==> src/design/dprm_pkg.sv <==
// ----------------------------------------------------------------------------
// Pulse rate meter package
// Widths, operation codes, scale constants and shared types.
// ----------------------------------------------------------------------------
package dprm_pkg;

  // Field widths
  localparam int OP_W     = 2;
  localparam int TIME_W   = 32;
  localparam int CNT_W    = 32;
  localparam int CFG_W    = 20;
  localparam int RATE_W   = 56;
  localparam int SCALE_W  = 16;
  localparam int FRAC_W   = 8;
  localparam int PROD_W   = CNT_W + SCALE_W;

  // Divider sequencing: one quotient bit per cycle
  localparam int DIV_STEPS = RATE_W;
  localparam int DIV_CNT_W = $clog2(DIV_STEPS);

  // Operation codes
  localparam logic [OP_W-1:0] OP_EDGE   = 2'd0;
  localparam logic [OP_W-1:0] OP_RD_SEC = 2'd1;
  localparam logic [OP_W-1:0] OP_RD_MIN = 2'd2;

  // Rate scale factors
  localparam logic [SCALE_W-1:0] SCALE_SEC = 16'd1000;
  localparam logic [SCALE_W-1:0] SCALE_MIN = 16'd60000;

  // Control sequencer states
  typedef enum logic [1:0] {
    ST_IDLE,
    ST_DIV,
    ST_RESULT
  } dprm_state_t;

  // Divider status toward the sequencer
  typedef struct packed {
    logic busy;
    logic done;
  } div_sts_t;

endpackage

==> src/design/dprm_if.sv <==
// ----------------------------------------------------------------------------
// Pulse rate meter channels
// Valid/ready channels for event requests and rate results.
// ----------------------------------------------------------------------------

// Event request channel
interface dprm_in_if;
  import dprm_pkg::*;

  logic              valid;
  logic              ready;
  logic [OP_W-1:0]   operation;
  logic [TIME_W-1:0] now_us;
  logic [TIME_W-1:0] now_ms;

  modport source (output valid, operation, now_us, now_ms, input ready);
  modport sink   (input valid, operation, now_us, now_ms, output ready);
endinterface

// Rate result channel
interface dprm_out_if;
  import dprm_pkg::*;

  logic              valid;
  logic              ready;
  logic [RATE_W-1:0] rate_q8;
  logic              elapsed_zero;

  modport source (output valid, rate_q8, elapsed_zero, input ready);
  modport sink   (input valid, rate_q8, elapsed_zero, output ready);
endinterface

==> src/design/debounced_pulse_rate_meter_unit.sv <==
// Edge request: taken whenever the block is idle, edges may come back to back.
// Read request: 56-step serial divide, then the output load once it is free.
// A read blocks new requests until its result sits in the output register.
// Throughput is set by the one-bit-per-cycle divider and the output load.
// Synchronous active-low reset clears count, edge/read times, config and valids.
// ----------------------------------------------------------------------------
// Debounced pulse rate meter
// Debounced edge counter with a per-second or per-minute rate readout.
// ----------------------------------------------------------------------------
module debounced_pulse_rate_meter_unit (
  input  logic                       clk,
  input  logic                       rst_n,
  input  logic                       cfg_we,
  input  logic [dprm_pkg::CFG_W-1:0] cfg_wdata,
  dprm_in_if.sink                    in_ch,
  dprm_out_if.source                 out_ch
);
  import dprm_pkg::*;

  dprm_state_t       state_r;
  dprm_state_t       state_nxt;
  logic [TIME_W-1:0] last_report_r;
  logic              zero_r;
  logic              out_valid_r;
  logic [RATE_W-1:0] out_rate_r;
  logic              out_zero_r;

  logic              in_acc;
  logic              rd_acc;
  logic              edge_en;
  logic              div_start;
  logic              load_out;
  logic [CNT_W-1:0]  count;
  logic [SCALE_W-1:0] scale;
  logic [PROD_W-1:0] prod;
  logic [RATE_W-1:0] numer;
  logic [TIME_W-1:0] elapsed;
  logic [RATE_W-1:0] quotient;
  div_sts_t          div_sts;

  // Request decode
  assign in_ch.ready = (state_r == ST_IDLE);
  assign in_acc      = in_ch.valid && in_ch.ready;
  assign edge_en     = in_acc && (in_ch.operation == OP_EDGE);
  assign rd_acc      = in_acc && ((in_ch.operation == OP_RD_SEC) ||
                                  (in_ch.operation == OP_RD_MIN));

  // Numerator count*scale in Q.8, elapsed ms since last read
  assign scale   = (in_ch.operation == OP_RD_MIN) ? SCALE_MIN : SCALE_SEC;
  assign prod    = PROD_W'(count) * PROD_W'(scale);
  assign numer   = {prod, {FRAC_W{1'b0}}};
  assign elapsed = in_ch.now_ms - last_report_r;

  dprm_edge u_edge (
    .clk       (clk),
    .rst_n     (rst_n),
    .cfg_we    (cfg_we),
    .cfg_wdata (cfg_wdata),
    .edge_en   (edge_en),
    .now_us    (in_ch.now_us),
    .clr       (rd_acc),
    .count     (count)
  );

  dprm_div u_div (
    .clk      (clk),
    .rst_n    (rst_n),
    .start    (div_start),
    .dividend (numer),
    .divisor  (elapsed),
    .sts      (div_sts),
    .quotient (quotient)
  );

  // Sequencer next state
  always_comb begin
    state_nxt = state_r;
    div_start = 1'b0;
    load_out  = 1'b0;
    case (state_r)
      ST_IDLE: begin
        if (rd_acc) begin
          div_start = 1'b1;
          state_nxt = ST_DIV;
        end
      end
      ST_DIV: begin
        if (div_sts.done) begin
          state_nxt = ST_RESULT;
        end
      end
      ST_RESULT: begin
        if (!out_valid_r || out_ch.ready) begin
          load_out  = 1'b1;
          state_nxt = ST_IDLE;
        end
      end
      default: begin
        state_nxt = ST_IDLE;
      end
    endcase
  end

  // Sequencer and read-time state
  always_ff @(posedge clk) begin
    if (!rst_n) begin
      state_r       <= ST_IDLE;
      last_report_r <= '0;
      out_valid_r   <= 1'b0;
    end else begin
      state_r <= state_nxt;
      if (rd_acc) begin
        last_report_r <= in_ch.now_ms;
      end
      if (load_out) begin
        out_valid_r <= 1'b1;
      end else if (out_ch.ready) begin
        out_valid_r <= 1'b0;
      end
    end
  end

  // Result payload registers
  always_ff @(posedge clk) begin
    if (rd_acc) begin
      zero_r <= (elapsed == '0);
    end
    if (load_out) begin
      out_rate_r <= zero_r ? '0 : quotient;
      out_zero_r <= zero_r;
    end
  end

  assign out_ch.valid        = out_valid_r;
  assign out_ch.rate_q8      = out_rate_r;
  assign out_ch.elapsed_zero = out_zero_r;

endmodule

==> src/design/dprm_edge.sv <==
// ----------------------------------------------------------------------------
// Pulse rate meter edge filter
// Debounces rising edges against the last accepted edge and counts them.
// ----------------------------------------------------------------------------
module dprm_edge (
  input  logic                        clk,
  input  logic                        rst_n,
  input  logic                        cfg_we,
  input  logic [dprm_pkg::CFG_W-1:0]  cfg_wdata,
  input  logic                        edge_en,
  input  logic [dprm_pkg::TIME_W-1:0] now_us,
  input  logic                        clr,
  output logic [dprm_pkg::CNT_W-1:0]  count
);
  import dprm_pkg::*;

  logic [CFG_W-1:0]  min_gap_r;
  logic [CNT_W-1:0]  count_r;
  logic [CNT_W-1:0]  count_nxt;
  logic [TIME_W-1:0] last_edge_r;
  logic [TIME_W-1:0] gap;
  logic              take;

  // Gap since last accepted edge, modulo wrap
  assign gap  = now_us - last_edge_r;
  assign take = edge_en && (gap > {{(TIME_W-CFG_W){1'b0}}, min_gap_r});

  // Saturating count, cleared by a read
  always_comb begin
    count_nxt = count_r;
    if (clr) begin
      count_nxt = '0;
    end else if (take && (count_r != {CNT_W{1'b1}})) begin
      count_nxt = count_r + 1'b1;
    end
  end

  always_ff @(posedge clk) begin
    if (!rst_n) begin
      min_gap_r   <= '0;
      count_r     <= '0;
      last_edge_r <= '0;
    end else begin
      if (cfg_we) begin
        min_gap_r <= cfg_wdata;
      end
      count_r <= count_nxt;
      if (take) begin
        last_edge_r <= now_us;
      end
    end
  end

  assign count = count_r;

endmodule

==> src/design/dprm_div.sv <==
// ----------------------------------------------------------------------------
// Pulse rate meter serial divider
// Restoring divider, one quotient bit per cycle through a shift register.
// ----------------------------------------------------------------------------
module dprm_div (
  input  logic                        clk,
  input  logic                        rst_n,
  input  logic                        start,
  input  logic [dprm_pkg::RATE_W-1:0] dividend,
  input  logic [dprm_pkg::TIME_W-1:0] divisor,
  output dprm_pkg::div_sts_t          sts,
  output logic [dprm_pkg::RATE_W-1:0] quotient
);
  import dprm_pkg::*;

  logic [RATE_W-1:0]    dvd_r;
  logic [TIME_W-1:0]    dsr_r;
  logic [TIME_W-1:0]    rem_r;
  logic [DIV_CNT_W-1:0] cnt_r;
  logic                 busy_r;
  logic                 done_r;
  logic [TIME_W:0]      trial;
  logic [TIME_W:0]      diff;
  logic                 qbit;

  // Shift in next dividend bit and try the subtract
  assign trial = {rem_r, dvd_r[RATE_W-1]};
  assign diff  = trial - {1'b0, dsr_r};
  assign qbit  = !diff[TIME_W];

  // Control: step counter and done pulse
  always_ff @(posedge clk) begin
    if (!rst_n) begin
      busy_r <= 1'b0;
      done_r <= 1'b0;
      cnt_r  <= '0;
    end else begin
      done_r <= 1'b0;
      if (start) begin
        busy_r <= 1'b1;
        cnt_r  <= '0;
      end else if (busy_r) begin
        cnt_r <= cnt_r + 1'b1;
        if (cnt_r == DIV_CNT_W'(DIV_STEPS - 1)) begin
          busy_r <= 1'b0;
          done_r <= 1'b1;
        end
      end
    end
  end

  // Datapath: remainder and dividend/quotient shift register
  always_ff @(posedge clk) begin
    if (start) begin
      dvd_r <= dividend;
      dsr_r <= divisor;
      rem_r <= '0;
    end else if (busy_r) begin
      rem_r <= qbit ? diff[TIME_W-1:0] : trial[TIME_W-1:0];
      dvd_r <= {dvd_r[RATE_W-2:0], qbit};
    end
  end

  assign sts.busy = busy_r;
  assign sts.done = done_r;
  assign quotient = dvd_r;

endmodule

==> src/flat_wrapper.sv <==
// flat-port wrapper written by rule: the top's interface ports become plain ports
module debounced_pulse_rate_meter_unit_flat import dprm_pkg::*;
  (clk, rst_n, cfg_we, cfg_wdata, in_ch_valid, in_ch_operation, in_ch_now_us, in_ch_now_ms, in_ch_ready, out_ch_valid, out_ch_rate_q8, out_ch_elapsed_zero, out_ch_ready);
  dprm_in_if in_ch_i ();
  dprm_out_if out_ch_i ();
  input  logic clk;
  input  logic rst_n;
  input  logic cfg_we;
  input  logic [dprm_pkg::CFG_W-1:0] cfg_wdata;
  input wire logic [$bits(in_ch_i.valid)-1:0] in_ch_valid;
  input wire logic [$bits(in_ch_i.operation)-1:0] in_ch_operation;
  input wire logic [$bits(in_ch_i.now_us)-1:0] in_ch_now_us;
  input wire logic [$bits(in_ch_i.now_ms)-1:0] in_ch_now_ms;
  output wire logic [$bits(in_ch_i.ready)-1:0] in_ch_ready;
  output wire logic [$bits(out_ch_i.valid)-1:0] out_ch_valid;
  output wire logic [$bits(out_ch_i.rate_q8)-1:0] out_ch_rate_q8;
  output wire logic [$bits(out_ch_i.elapsed_zero)-1:0] out_ch_elapsed_zero;
  input wire logic [$bits(out_ch_i.ready)-1:0] out_ch_ready;
  assign in_ch_i.valid = in_ch_valid;
  assign in_ch_i.operation = in_ch_operation;
  assign in_ch_i.now_us = in_ch_now_us;
  assign in_ch_i.now_ms = in_ch_now_ms;
  assign in_ch_ready = in_ch_i.ready;
  assign out_ch_valid = out_ch_i.valid;
  assign out_ch_rate_q8 = out_ch_i.rate_q8;
  assign out_ch_elapsed_zero = out_ch_i.elapsed_zero;
  assign out_ch_i.ready = out_ch_ready;
  debounced_pulse_rate_meter_unit u_core (.clk(clk), .rst_n(rst_n), .cfg_we(cfg_we), .cfg_wdata(cfg_wdata), .in_ch(in_ch_i), .out_ch(out_ch_i));
endmodule
==> config.mk <==
export PLATFORM = sky130hd
export DESIGN_NAME = debounced_pulse_rate_meter_unit_flat
export DESIGN_NICKNAME = d
export VERILOG_FILES = /design/src/design/dprm_pkg.sv /design/src/design/dprm_if.sv /design/src/design/debounced_pulse_rate_meter_unit.sv /design/src/design/dprm_edge.sv /design/src/design/dprm_div.sv /design/src/flat_wrapper.sv
export SDC_FILE = /design/constraint.sdc
export NUM_CORES = 1
export LEC_CHECK = 0
export ABC_CLOCK_PERIOD_IN_PS = 9000
export BUFFER_PORTS_ARGS = -buffer_cell sky130_fd_sc_hd__buf_2
export CAP_MARGIN = 25
export CORE_ASPECT_RATIO = 1.75
export CORE_UTILIZATION = 30
export CTS_CLUSTER_SIZE = 24
export DETAILED_ROUTE_END_ITERATION = 16
export MAX_ROUTING_LAYER = met4
export PLACE_DENSITY_LB_ADDON = 0.12
export RECOVER_POWER = 50
export SYNTH_ARGS = -nofsm -noshare
export SYNTH_HDL_FRONTEND = slang
export SYNTH_SLANG_ARGS = --single-unit
==> constraint.sdc <==
create_clock -name clk -period 9 [get_ports clk]
set_input_delay 0.9 -clock clk [delete_from_list [all_inputs] [get_ports clk]]
set_output_delay 0.9 -clock clk [all_outputs]
set_load 0.02 [all_outputs]
# [After elaboration in Yosys (flattened, before gate mapping)]
# Index checks and enable logic that the tools add are counted.
[word_totals] register_bits=305 latch_bits=0 mem_bits_rw=0 mem_bits_ro=0 inputBits=91 out_inout_bits=59 word_cells=70 memories=0
[op_classes] addsub=5 mul=1 div_mod_pow=0 order_cmp=1 eq_ne=9 shift=0 muxes=18 bitwise_logic=2 reduce_logical=18
[op_table] cell="$mux 56" n=2
[op_table] cell="$sub 32x32->32" n=2
[op_table] cell="$mul 32x16->48" n=1
[op_table] cell="$sub 33x32->33" n=1
[op_table] cell="$add 32x1->32 const B" n=1
[op_table] cell="$gt 32x20->1" n=1
[op_table] cell="$logic_not 32->1" n=1
[op_table] cell="$mux 32" n=1
[op_table] cell="$ne 32x32->1 const B" n=1
[op_table] cell="$mux 16" n=1
[op_table] cell="$mux 1" n=10
[op_table] cell="$add 6x1->6 const B" n=1
[op_table] cell="$eq 6x6->1 const B" n=1
[op_table] cell="$mux 2" n=3
[op_table] cell="$pmux 2 s3" n=1
[op_table] cell="$logic_and 1x1->1" n=5
[op_table] cell="$eq 2x1->1 const B" n=2
[op_table] cell="$eq 2x2->1 const B" n=2
[op_table] cell="$logic_not 2->1" n=2
[op_table] cell="$ne 2x2->1 const B" n=2
[op_table] cell="$reduce_bool 2->1" n=2
[op_table] cell="$reduce_or 2->1" n=2
[op_table] cell="$reduce_and 3->1" n=1
[op_table] cell="$reduce_or 3->1" n=1
[op_table] cell="other kinds (4)" n=7

# [Longest topological paths before layout]
# Gate-level depths: netlist of run 1.
[depth] ltp_word=6 depth_mapped=29 mapped_depth_nobuf=27

# [Cells and area by module]
# A second synthesis of run 1 with hierarchy kept.
[unflattened] cells_unflattened=3128 area_unflattened_um2=28856.4
[by_module_without_submodules] module="debounced_pulse_rate_meter_unit" n_inst=1 cells_per_inst=1702 area_per_inst_um2=15867.7 seq_area_each_um2=2442.3
[by_module_without_submodules] module="dprm_div" n_inst=1 cells_per_inst=654 area_per_inst_um2=6985.4 seq_area_each_um2=3443.3
[by_module_without_submodules] module="dprm_edge" n_inst=1 cells_per_inst=772 area_per_inst_um2=6003.3 seq_area_each_um2=1681.6

# [Least setup slack after synthesis of run 1]
# OpenSTA, ideal clock, no wires.
[synth_path] path_kind="in2reg" start="input in_ch_operation[0]" end="register u_core.u_div.dvd_r[55], in the netlist u_core.u_div.quotient[55] (data pin)" setup_time_ns=0.266 t_arrival_ns=7.121 t_required_ns=8.734 setup_slack_ns=1.613 cell_stages=27 n_path_buf=3 path_cell_list="inv_1 ha_1 clkbuf_1 clkbuf_1 clkbuf_1 and2_1 ha_1 or2_2 ha_1 a31o_2 fa_1 fa_1 fa_1 ha_1 ha_1 and3_1 and2_1 o211ai_1 a211oi_1 o31a_1 o21ai_1 o41ai_1 o31a_1 or4_1 a31oi_1 xnor2_1 o21ai_1"
[synth_between] elab_chain_cells=6 word_cells_on_any_way=9 cone_classes="mul (1); eq/ne (2); mux (4); reduce/logical (2)"
[synth_lines] element="start: declaration" line_no="flat_wrapper.sv:11" source="input wire logic [$bits(in_ch_i.operation)-1:0] in_ch_operation;"
[synth_lines] element="parallel branches: the longest is 5 deep, another holds $mul 32x16->48"
[synth_lines] element="$mux 56 *" line_no="dprm_div.sv:54" source="if (start) begin"
[synth_lines] element="end signal: assignment" line_no="dprm_div.sv:55" source="dvd_r <= dividend;"
[synth_lines] element="end signal: assignment" line_no="dprm_div.sv:60" source="dvd_r <= {dvd_r[RATE_W-2:0], qbit};"
[synth_lines] element="end: declaration" line_no="dprm_div.sv:16" source="logic [RATE_W-1:0] dvd_r;"
# Every way passes the cells marked *.
# A chain may end at the register's enable or synchronous reset.

# [Worst setup path in the final report of run 1]
# Same ends and word-level chain as after synthesis.

==> flow_summary.ini, run 1 <==
[finish]
filler_cell_count = 9503
multi_input_area_mm2 = 0.0183
ff_latch_area_mm2 = 0.00749
diodes = 0
final_layout_size_suffix_gt1_frac = 0.0689
final_nets = 3720
final_area_mm2 = 0.0310
syn_to_final_growth_pct = 11.7

[yosys]
synthTopCellsByArea = edfxtp_1, fa_1, ha_1, dfxtp_1, inv_1
synth_edf_count = 138
ys_seq_area_frac = 0.270
synth_nets = 3626
synth_cell_types = 79
synth.cell_area_mm2 = 0.0277
synthArstFlopShare = 0
synth_flop_cell = dfxtp_1
synth_top_area_frac = 0.150
synthCells = 3013
synth-seq-cells = 305
synth_top_area_cell = edfxtp_1
yosys_warnings = 0
avgSynthCellArea_um2 = 9.20

[status]
violations = max-capacitance violations, max-slew violations
status = finished, violations left

[die]
die_area_mm2 = 0.0937
die_h_um = 404
core_area_mm2 = 0.0916
ioPinCount = 150
initial_core_util = 0.303
die_x_um = 232
std_cell_rows = 147

[power_and_ir_drop]
comb_power_share = 0.288
internal_power_uw = 3150
power_frac_clock = 0.357
power_switching_uw = 1530
total_power_uw = 4680
p_leak_uw = 0.0143
switching_share = 0.327
p_per_area_mw_per_mm2 = 151
peakVddDrop_v = 0.000135
sequentialPowerShare = 0.355

[setup_path]
path_buf_inv = 3
cp-end-kind = flop
worst-setup-path-type = input port to flop
timing.critical_path.mode_cell = fa_1
critPathArrivalTime_ns = 7.79
path_cells = buf_2 > inv_1 > ha_4 > nand2b_1 > inv_1 > fa_1 > ha_1 > fa_1 > fa_1 > fa_1 > ha_1 > ha_1 > a21oi_1 > o21ai_0 > nor4_1 > a211oi_1 > o31a_1 > o21ai_1 > o41ai_1 > o31a_1 > or4_1 > a31oi_1 > xnor2_1 > o21ai_1
crit_path_max_fanout = 64
crit_slowest_cell = ha_4
worstPathRequired_ns = 9.19
critPathLaunchType = input port
critPathTopFamily = adder cells
max_stage_delay_ns = 0.52

[clock_tree]
clk_latency_ns = 0.58
cts_buffers = 38
hold_buffers = 0
cts_tree = built
htree_num_levels = 2
clock_path_buffers = 3
cts_sinks = 305
post_cts_buffers = 0
path_clk_slew_ns = 0.06
root_buffer = clkbuf_16
ctsResizeCount = 0

[routing]
wl_um = 75500
drc_errors = 0
antenna_left = 0
drt_iter0_drc = 772
dr.pass1.iters = 5
wl_per_cell_um = 17.4
vias = 20751
vias_per_cell = 4.80

[timing]
final-max-slew-violation-count = 365
setup_violations = 0
slew_headroom = -1.32
finalHoldViolCount = 0
fin_tns_setup_ns = 0
rsz0062_at_grt = false
finalCriticalPeriod_ns = 7.60
fin_crit_sh = 0.844
fin_skew_ns = 0.0281
whs_ns = 0.464
worstMarginPinSlew_ns = 3.48
max_clock_freq_mhz = 132

[grt]
grt_overflow_total = 0
grt_max_degree = 69
grt_pass1_wl_um = 120000
gr-usage-all-layers = 0.167
antenna_found_initial = 3
grt_pass1_vias = 21880

[placed_design]
place_congestion = 0.853
dp_hpwl_um = 60100
io_buffers = 149
postPlaceCellArea_mm2 = 0.0297

[flow_run]
maxCapViolations = 7

[worst_hold_path]
hold_class = flop to flop
power by group through the flow:
stage                     registers [uW]  clock network, uW  logic [uW]
after CTS                           1660               1750        1360
final                               1660               1670        1350
after global placement              1690                  0        1340
after detailed placement            1690                  0        1350
after global routing                1680               1790        1510
after floorplan                     1660                  0        1040
cells by family after synthesis:
kind of cell,share of synthesized area
buffers and inverters,0.0707
xor gates and xnor gates,0.0581
AOI/OAI and AO/OA,0.141
adders and majority gates,0.290
and+or+nand+nor,0.149
DFF,0.270
muxes,0.0211
flip-flops by register name, indices dropped and copies added, names as in the netlist:
register                    flops
u_core.u_edge.last_edge_r      32
u_core.u_edge.count            32
u_core.u_div.done_r             1
u_core.u_div.busy_r             1
u_core.out_ch.rate_q8          56
u_core.zero_r                   1
u_core.out_ch.elapsed_zero      1
u_core.u_div.rem_r             32
u_core.u_div.cnt_r              6
u_core.u_div.dsr_r             32
u_core.state_r                  2
u_core.out_ch.valid             1
u_core.last_report_r           32
u_core.u_edge.min_gap_r        20
u_core.u_div.quotient          56
cells in the mapped netlist, types with 10 or more instances:
| cell | number |
|---|---|
| inv_1 | 400 |
| ha_1 | 321 |
| nand2_1 | 220 |
| fa_1 | 201 |
| a21oi_1 | 173 |
| dfxtp_1 | 167 |
| nor2_1 | 142 |
| edfxtp_1 | 138 |
| o21ai_0 | 127 |
| nor2b_1 | 122 |
| clkbuf_1 | 112 |
| xnor2_1 | 105 |
| nand3_1 | 79 |
| xor2_1 | 75 |
| a21o_1 | 58 |
| nand2b_1 | 56 |
| mux2i_1 | 55 |
| a21boi_0 | 51 |
| and2_1 | 42 |
| nor3_1 | 31 |
| o21a_1 | 28 |
| nand4_1 | 24 |
| and3_1 | 22 |
| a31o_2 | 21 |
| o21bai_1 | 20 |
| a211oi_1 | 19 |
| a31oi_1 | 19 |
| or3_1 | 18 |
| o21ai_1 | 16 |
| or4_1 | 15 |
| o211ai_1 | 13 |
| o31ai_1 | 10 |
final timing paths:
path	from	end	slack, ns	depth (start not counted)
max	in_ch_operation[0]	u_core.u_div.quotient[55]	1.40	24
min	u_core.last_report_r[9]	u_core.last_report_r[9]	0.46	2
max reg2reg	u_core.u_edge.count[8]	u_core.u_div.quotient[55]	1.73	21
min reg2reg	u_core.last_report_r[9]	u_core.last_report_r[9]	0.46	2
area by class of cell:
cell class                 count  share of cell area
timing repair buffer         173              0.0272
clock buffer                  49              0.0340
multi-input combinational   2187               0.591
clock inverter                19             0.00861
inverter                     402              0.0487
tap                         1192              0.0482
sequential                   305               0.242
metrics by stage:
stage / std cells / util / worst slack [ns]
6_report: 4327 / 0.338 / 1.40
5_1_grt: 4327 / 0.338 / 0.876
4_1_cts: 4324 / 0.339 / 1.43
3_5_place_dp: 4256 / 0.324 / 0.833
3_3_place_gp: 4255 / 0.324 / 0.837
2_1_floorplan: 3013 / - / 1.61
layer usage:
layer	wire length, um	GRT usage	vias up	share of wire
met5	0	-	-	0
met4	2010	0.0504	0	0.027
met3	1870	0.0166	91	0.025
met2	42200	0.323	258	0.56
met1	29400	0.174	10011	0.39
li1	-	-	10391	-
worst register-to-register path, cell delays in order (launching register included):
cell,delay (ns)
dfxtp_1,0.75
xor2_1,0.22
xor2_1,0.20
and2_1,0.19
ha_1,0.32
a31o_2,0.27
fa_1,0.48
fa_1,0.52
fa_1,0.49
ha_1,0.31
ha_1,0.37
and3_1,0.24
o41ai_1,0.44
a211oi_1,0.14
o31a_1,0.34
o21ai_1,0.30
o41ai_1,0.21
o31a_1,0.30
or4_1,0.41
a31oi_1,0.21
xnor2_1,0.14
o21ai_1,0.07
cell usage in the layout (no fill, tap or decap), drive strengths merged, types with 6 or more instances in the layout:
master / instances
clkbuf: 114
nand2b: 57
buf: 107
o211ai: 13
a31o: 22
o21bai: 20
nor4: 6
clkinv: 9
ha: 321
a21o: 58
xor2: 76
edfxtp: 138
nor3b: 6
a31oi: 19
o21ai: 143
o31ai: 11
dfxtp: 167
inv: 404
mux2i: 55
nand4: 24
nor2b: 122
xnor2: 106
a211oi: 19
or2: 8
a21oi: 173
nor2: 146
or3: 18
nor3: 31
bufinv: 6
a21boi: 51
nand2: 220
nand3: 79
and2: 42
and3: 22
o21a: 28
fa: 201
or4: 15
o22ai: 7
No activity file was read; power rests on OpenSTA's default activity.
==> run 2, diff against run 1 <==
Settings changed: ABC_AREA set to 1, ABC_CLOCK_PERIOD_IN_PS 9000 to 7500.
Clock period 9 ns to 7.5 ns, I/O delays scaled along.
==> run 2 against run 1 <==
Clock skew fell by 0.00079 ns. The run still ends with max-capacitance violations, max-slew violations left. First-iteration DRC count rose by 27%. Count of clock-buffer cells in the layout fell by 4. Total power rose by 1.1%.
==> flow_summary.ini, run 2 <==
[yosys]
yosys-top-cells-count = inv_1, nand2_1, nor2_1
synth_edf_count = 138
synth_cell_types = 52
ys_seq_area_frac = 0.264
synth_nets = 4236
synth-seq-cells = 305
avgSynthCellArea_um2 = 7.84
synth.cell_area_mm2 = 0.0284
synth_top_area_frac = 0.146
synthTopCellsByArea = edfxtp_1, fa_1, ha_1, dfxtp_1, inv_1
synthCells = 3623
synth_top_area_cell = edfxtp_1
synthArstFlopShare = 0
yosysMostFrequentCell = inv_1
yosys_warnings = 0
synth_flop_cell = dfxtp_1

[power_and_ir_drop]
p_per_area_mw_per_mm2 = 149
p_leak_uw = 0.0155
switching_share = 0.309
comb_power_share = 0.191
peakVddDrop_v = 0.000120
power_frac_clock = 0.414
sequentialPowerShare = 0.395
internal_power_uw = 3270
power_switching_uw = 1460

[timing]
fin_skew_ns = 0.0273
fin_tns_setup_ns = 0
worstMarginPinSlew_ns = 3.85
setup_violations = 0
max_clock_freq_mhz = 147
finalCriticalPeriod_ns = 6.81
rsz0062_at_grt = false
final-max-slew-violation-count = 321
finalHoldViolCount = 0
slew_headroom = -1.57
fin_crit_sh = 0.908

[die]
die_area_mm2 = 0.0960
die_h_um = 409
core_area_mm2 = 0.0940
initial_core_util = 0.302
std_cell_rows = 149
ioPinCount = 150
die_x_um = 235

[setup_path]
timing.critical_path.mode_cell = inv_1
worstPathRequired_ns = 7.72
max_stage_delay_ns = 0.58
crit_path_max_fanout = 10
crit_slowest_cell = nor4_1
worst-setup-path-type = input port to flop
critPathLaunchType = input port
cp-end-kind = flop
critPathTopFamily = adder cells
critPathArrivalTime_ns = 7.04
path_buf_inv = 7

[clock_tree]
cts_buffers = 37
path_clk_slew_ns = 0.06
ctsResizeCount = 0
post_cts_buffers = 0
clk_latency_ns = 0.58
hold_buffers = 0
cts_tree = built
htree_num_levels = 2
clock_path_buffers = 3
cts_sinks = 305
root_buffer = clkbuf_16

[routing]
antenna_left = 0
drt_iter0_drc = 978
vias_per_cell = 4.75
dr.pass1.iters = 5
drc_errors = 0
wl_um = 92300
vias = 23778
wl_per_cell_um = 18.4

[grt]
grt_overflow_total = 0
gr-usage-all-layers = 0.199
grt_pass1_vias = 25087
grt_pass1_wl_um = 143000
antenna_found_initial = 1
grt_max_degree = 88

[finish]
finish.utilization = 0.338
syn_to_final_growth_pct = 11.9
mostFrequentLayoutCell = inv_1
mostFrequentLayoutCells = inv_1, nand2_1, nor2_1, ha_1, a21oi_1
final_layout_size_suffix_gt1_frac = 0.0545
final_nets = 4384
final_area_mm2 = 0.0318

[status]
status = finished, violations left
violations = max-capacitance violations, max-slew violations

[placed_design]
postPlaceCellArea_mm2 = 0.0306
io_buffers = 149
dp_hpwl_um = 76600
place_congestion = 0.954

[worst_hold_path]
hold_class = input port to flop

[flow_run]
maxCapViolations = 6
## run 2: logic make-up (layout without fill, tap and decap cells)
logic type / after synthesis / in the layout / share of synthesized area
xor gates and xnor gates: 132 / 132 / 0.0407
buffers and inverters: 766 / 942 / 0.104
and+or+nand+nor: 1223 / 1223 / 0.178
other: 0 / 1 / 0
adders and majority gates: 522 / 522 / 0.283
AOI/OAI and AO/OA: 675 / 675 / 0.131
DFF: 305 / 305 / 0.264
## run 2: through the flow
step           cells  total power, uW  worst slack, ns  hold slack, ns
2_1_floorplan   3623             2510             1.01           0.433
6_report        5008             4730            0.686           0.436
3_5_place_dp    4940             2820            0.133           0.454
4_1_cts         5007             4820            0.735           0.390
3_3_place_gp    4939             2820            0.148           0.447
5_1_grt         5008             4990            0.296           0.429
## run 2: final timing paths
check,slack [ns],startpoint,end,cells past startpoint
setup / recovery,0.69,in_ch_operation[0],u_core.u_div.quotient[52],26
hold / removal,0.44,cfg_wdata[0],u_core.u_edge.min_gap_r[0],3
setup reg to reg,1.05,u_core.u_edge.count[6],u_core.u_div.quotient[47],21
hold reg to reg,0.46,u_core.last_report_r[19],u_core.last_report_r[19],2
## run 2: worst register-to-register path: cells and delay by family (launching register included)
| family | cells | cell delay (ns) |
|---|---|---|
| AOI/OAI and AO/OA | 9 | 1.87 |
| adders and majority gates | 7 | 2.94 |
| DFF | 1 | 0.57 |
| and+or+nand+nor | 1 | 0.34 |
| buffers and inverters | 4 | 0.40 |
## run 2: cell type report
type / count / area (um2)
Antenna cell: 1 / 2.50
Clock buffer: 45 / 1010
Clock inverter: 22 / 269
Fill cell: 10271 / 62200
Inverter: 687 / 2580
Multi-Input combinational cell: 2552 / 18000
Sequential cell: 305 / 7490
Tap cell: 1208 / 1510
Timing Repair Buffer: 188 / 941
## run 2: power by group through the flow
stage / Clock [uW] / Combinational, uW / Sequential, uW
finish: 1960 / 903 / 1870
global route: 2090 / 1030 / 1880
CTS: 2040 / 918 / 1870
detailed placement: 0 / 912 / 1900
global placement: 0 / 913 / 1900
floorplan: 0 / 616 / 1900
## run 2: metal layers
metal	GRT usage	share of wire
met1	0.196	0.37
met2	0.386	0.55
met3	0.0168	0.023
met4	0.0995	0.056
met5	-	0
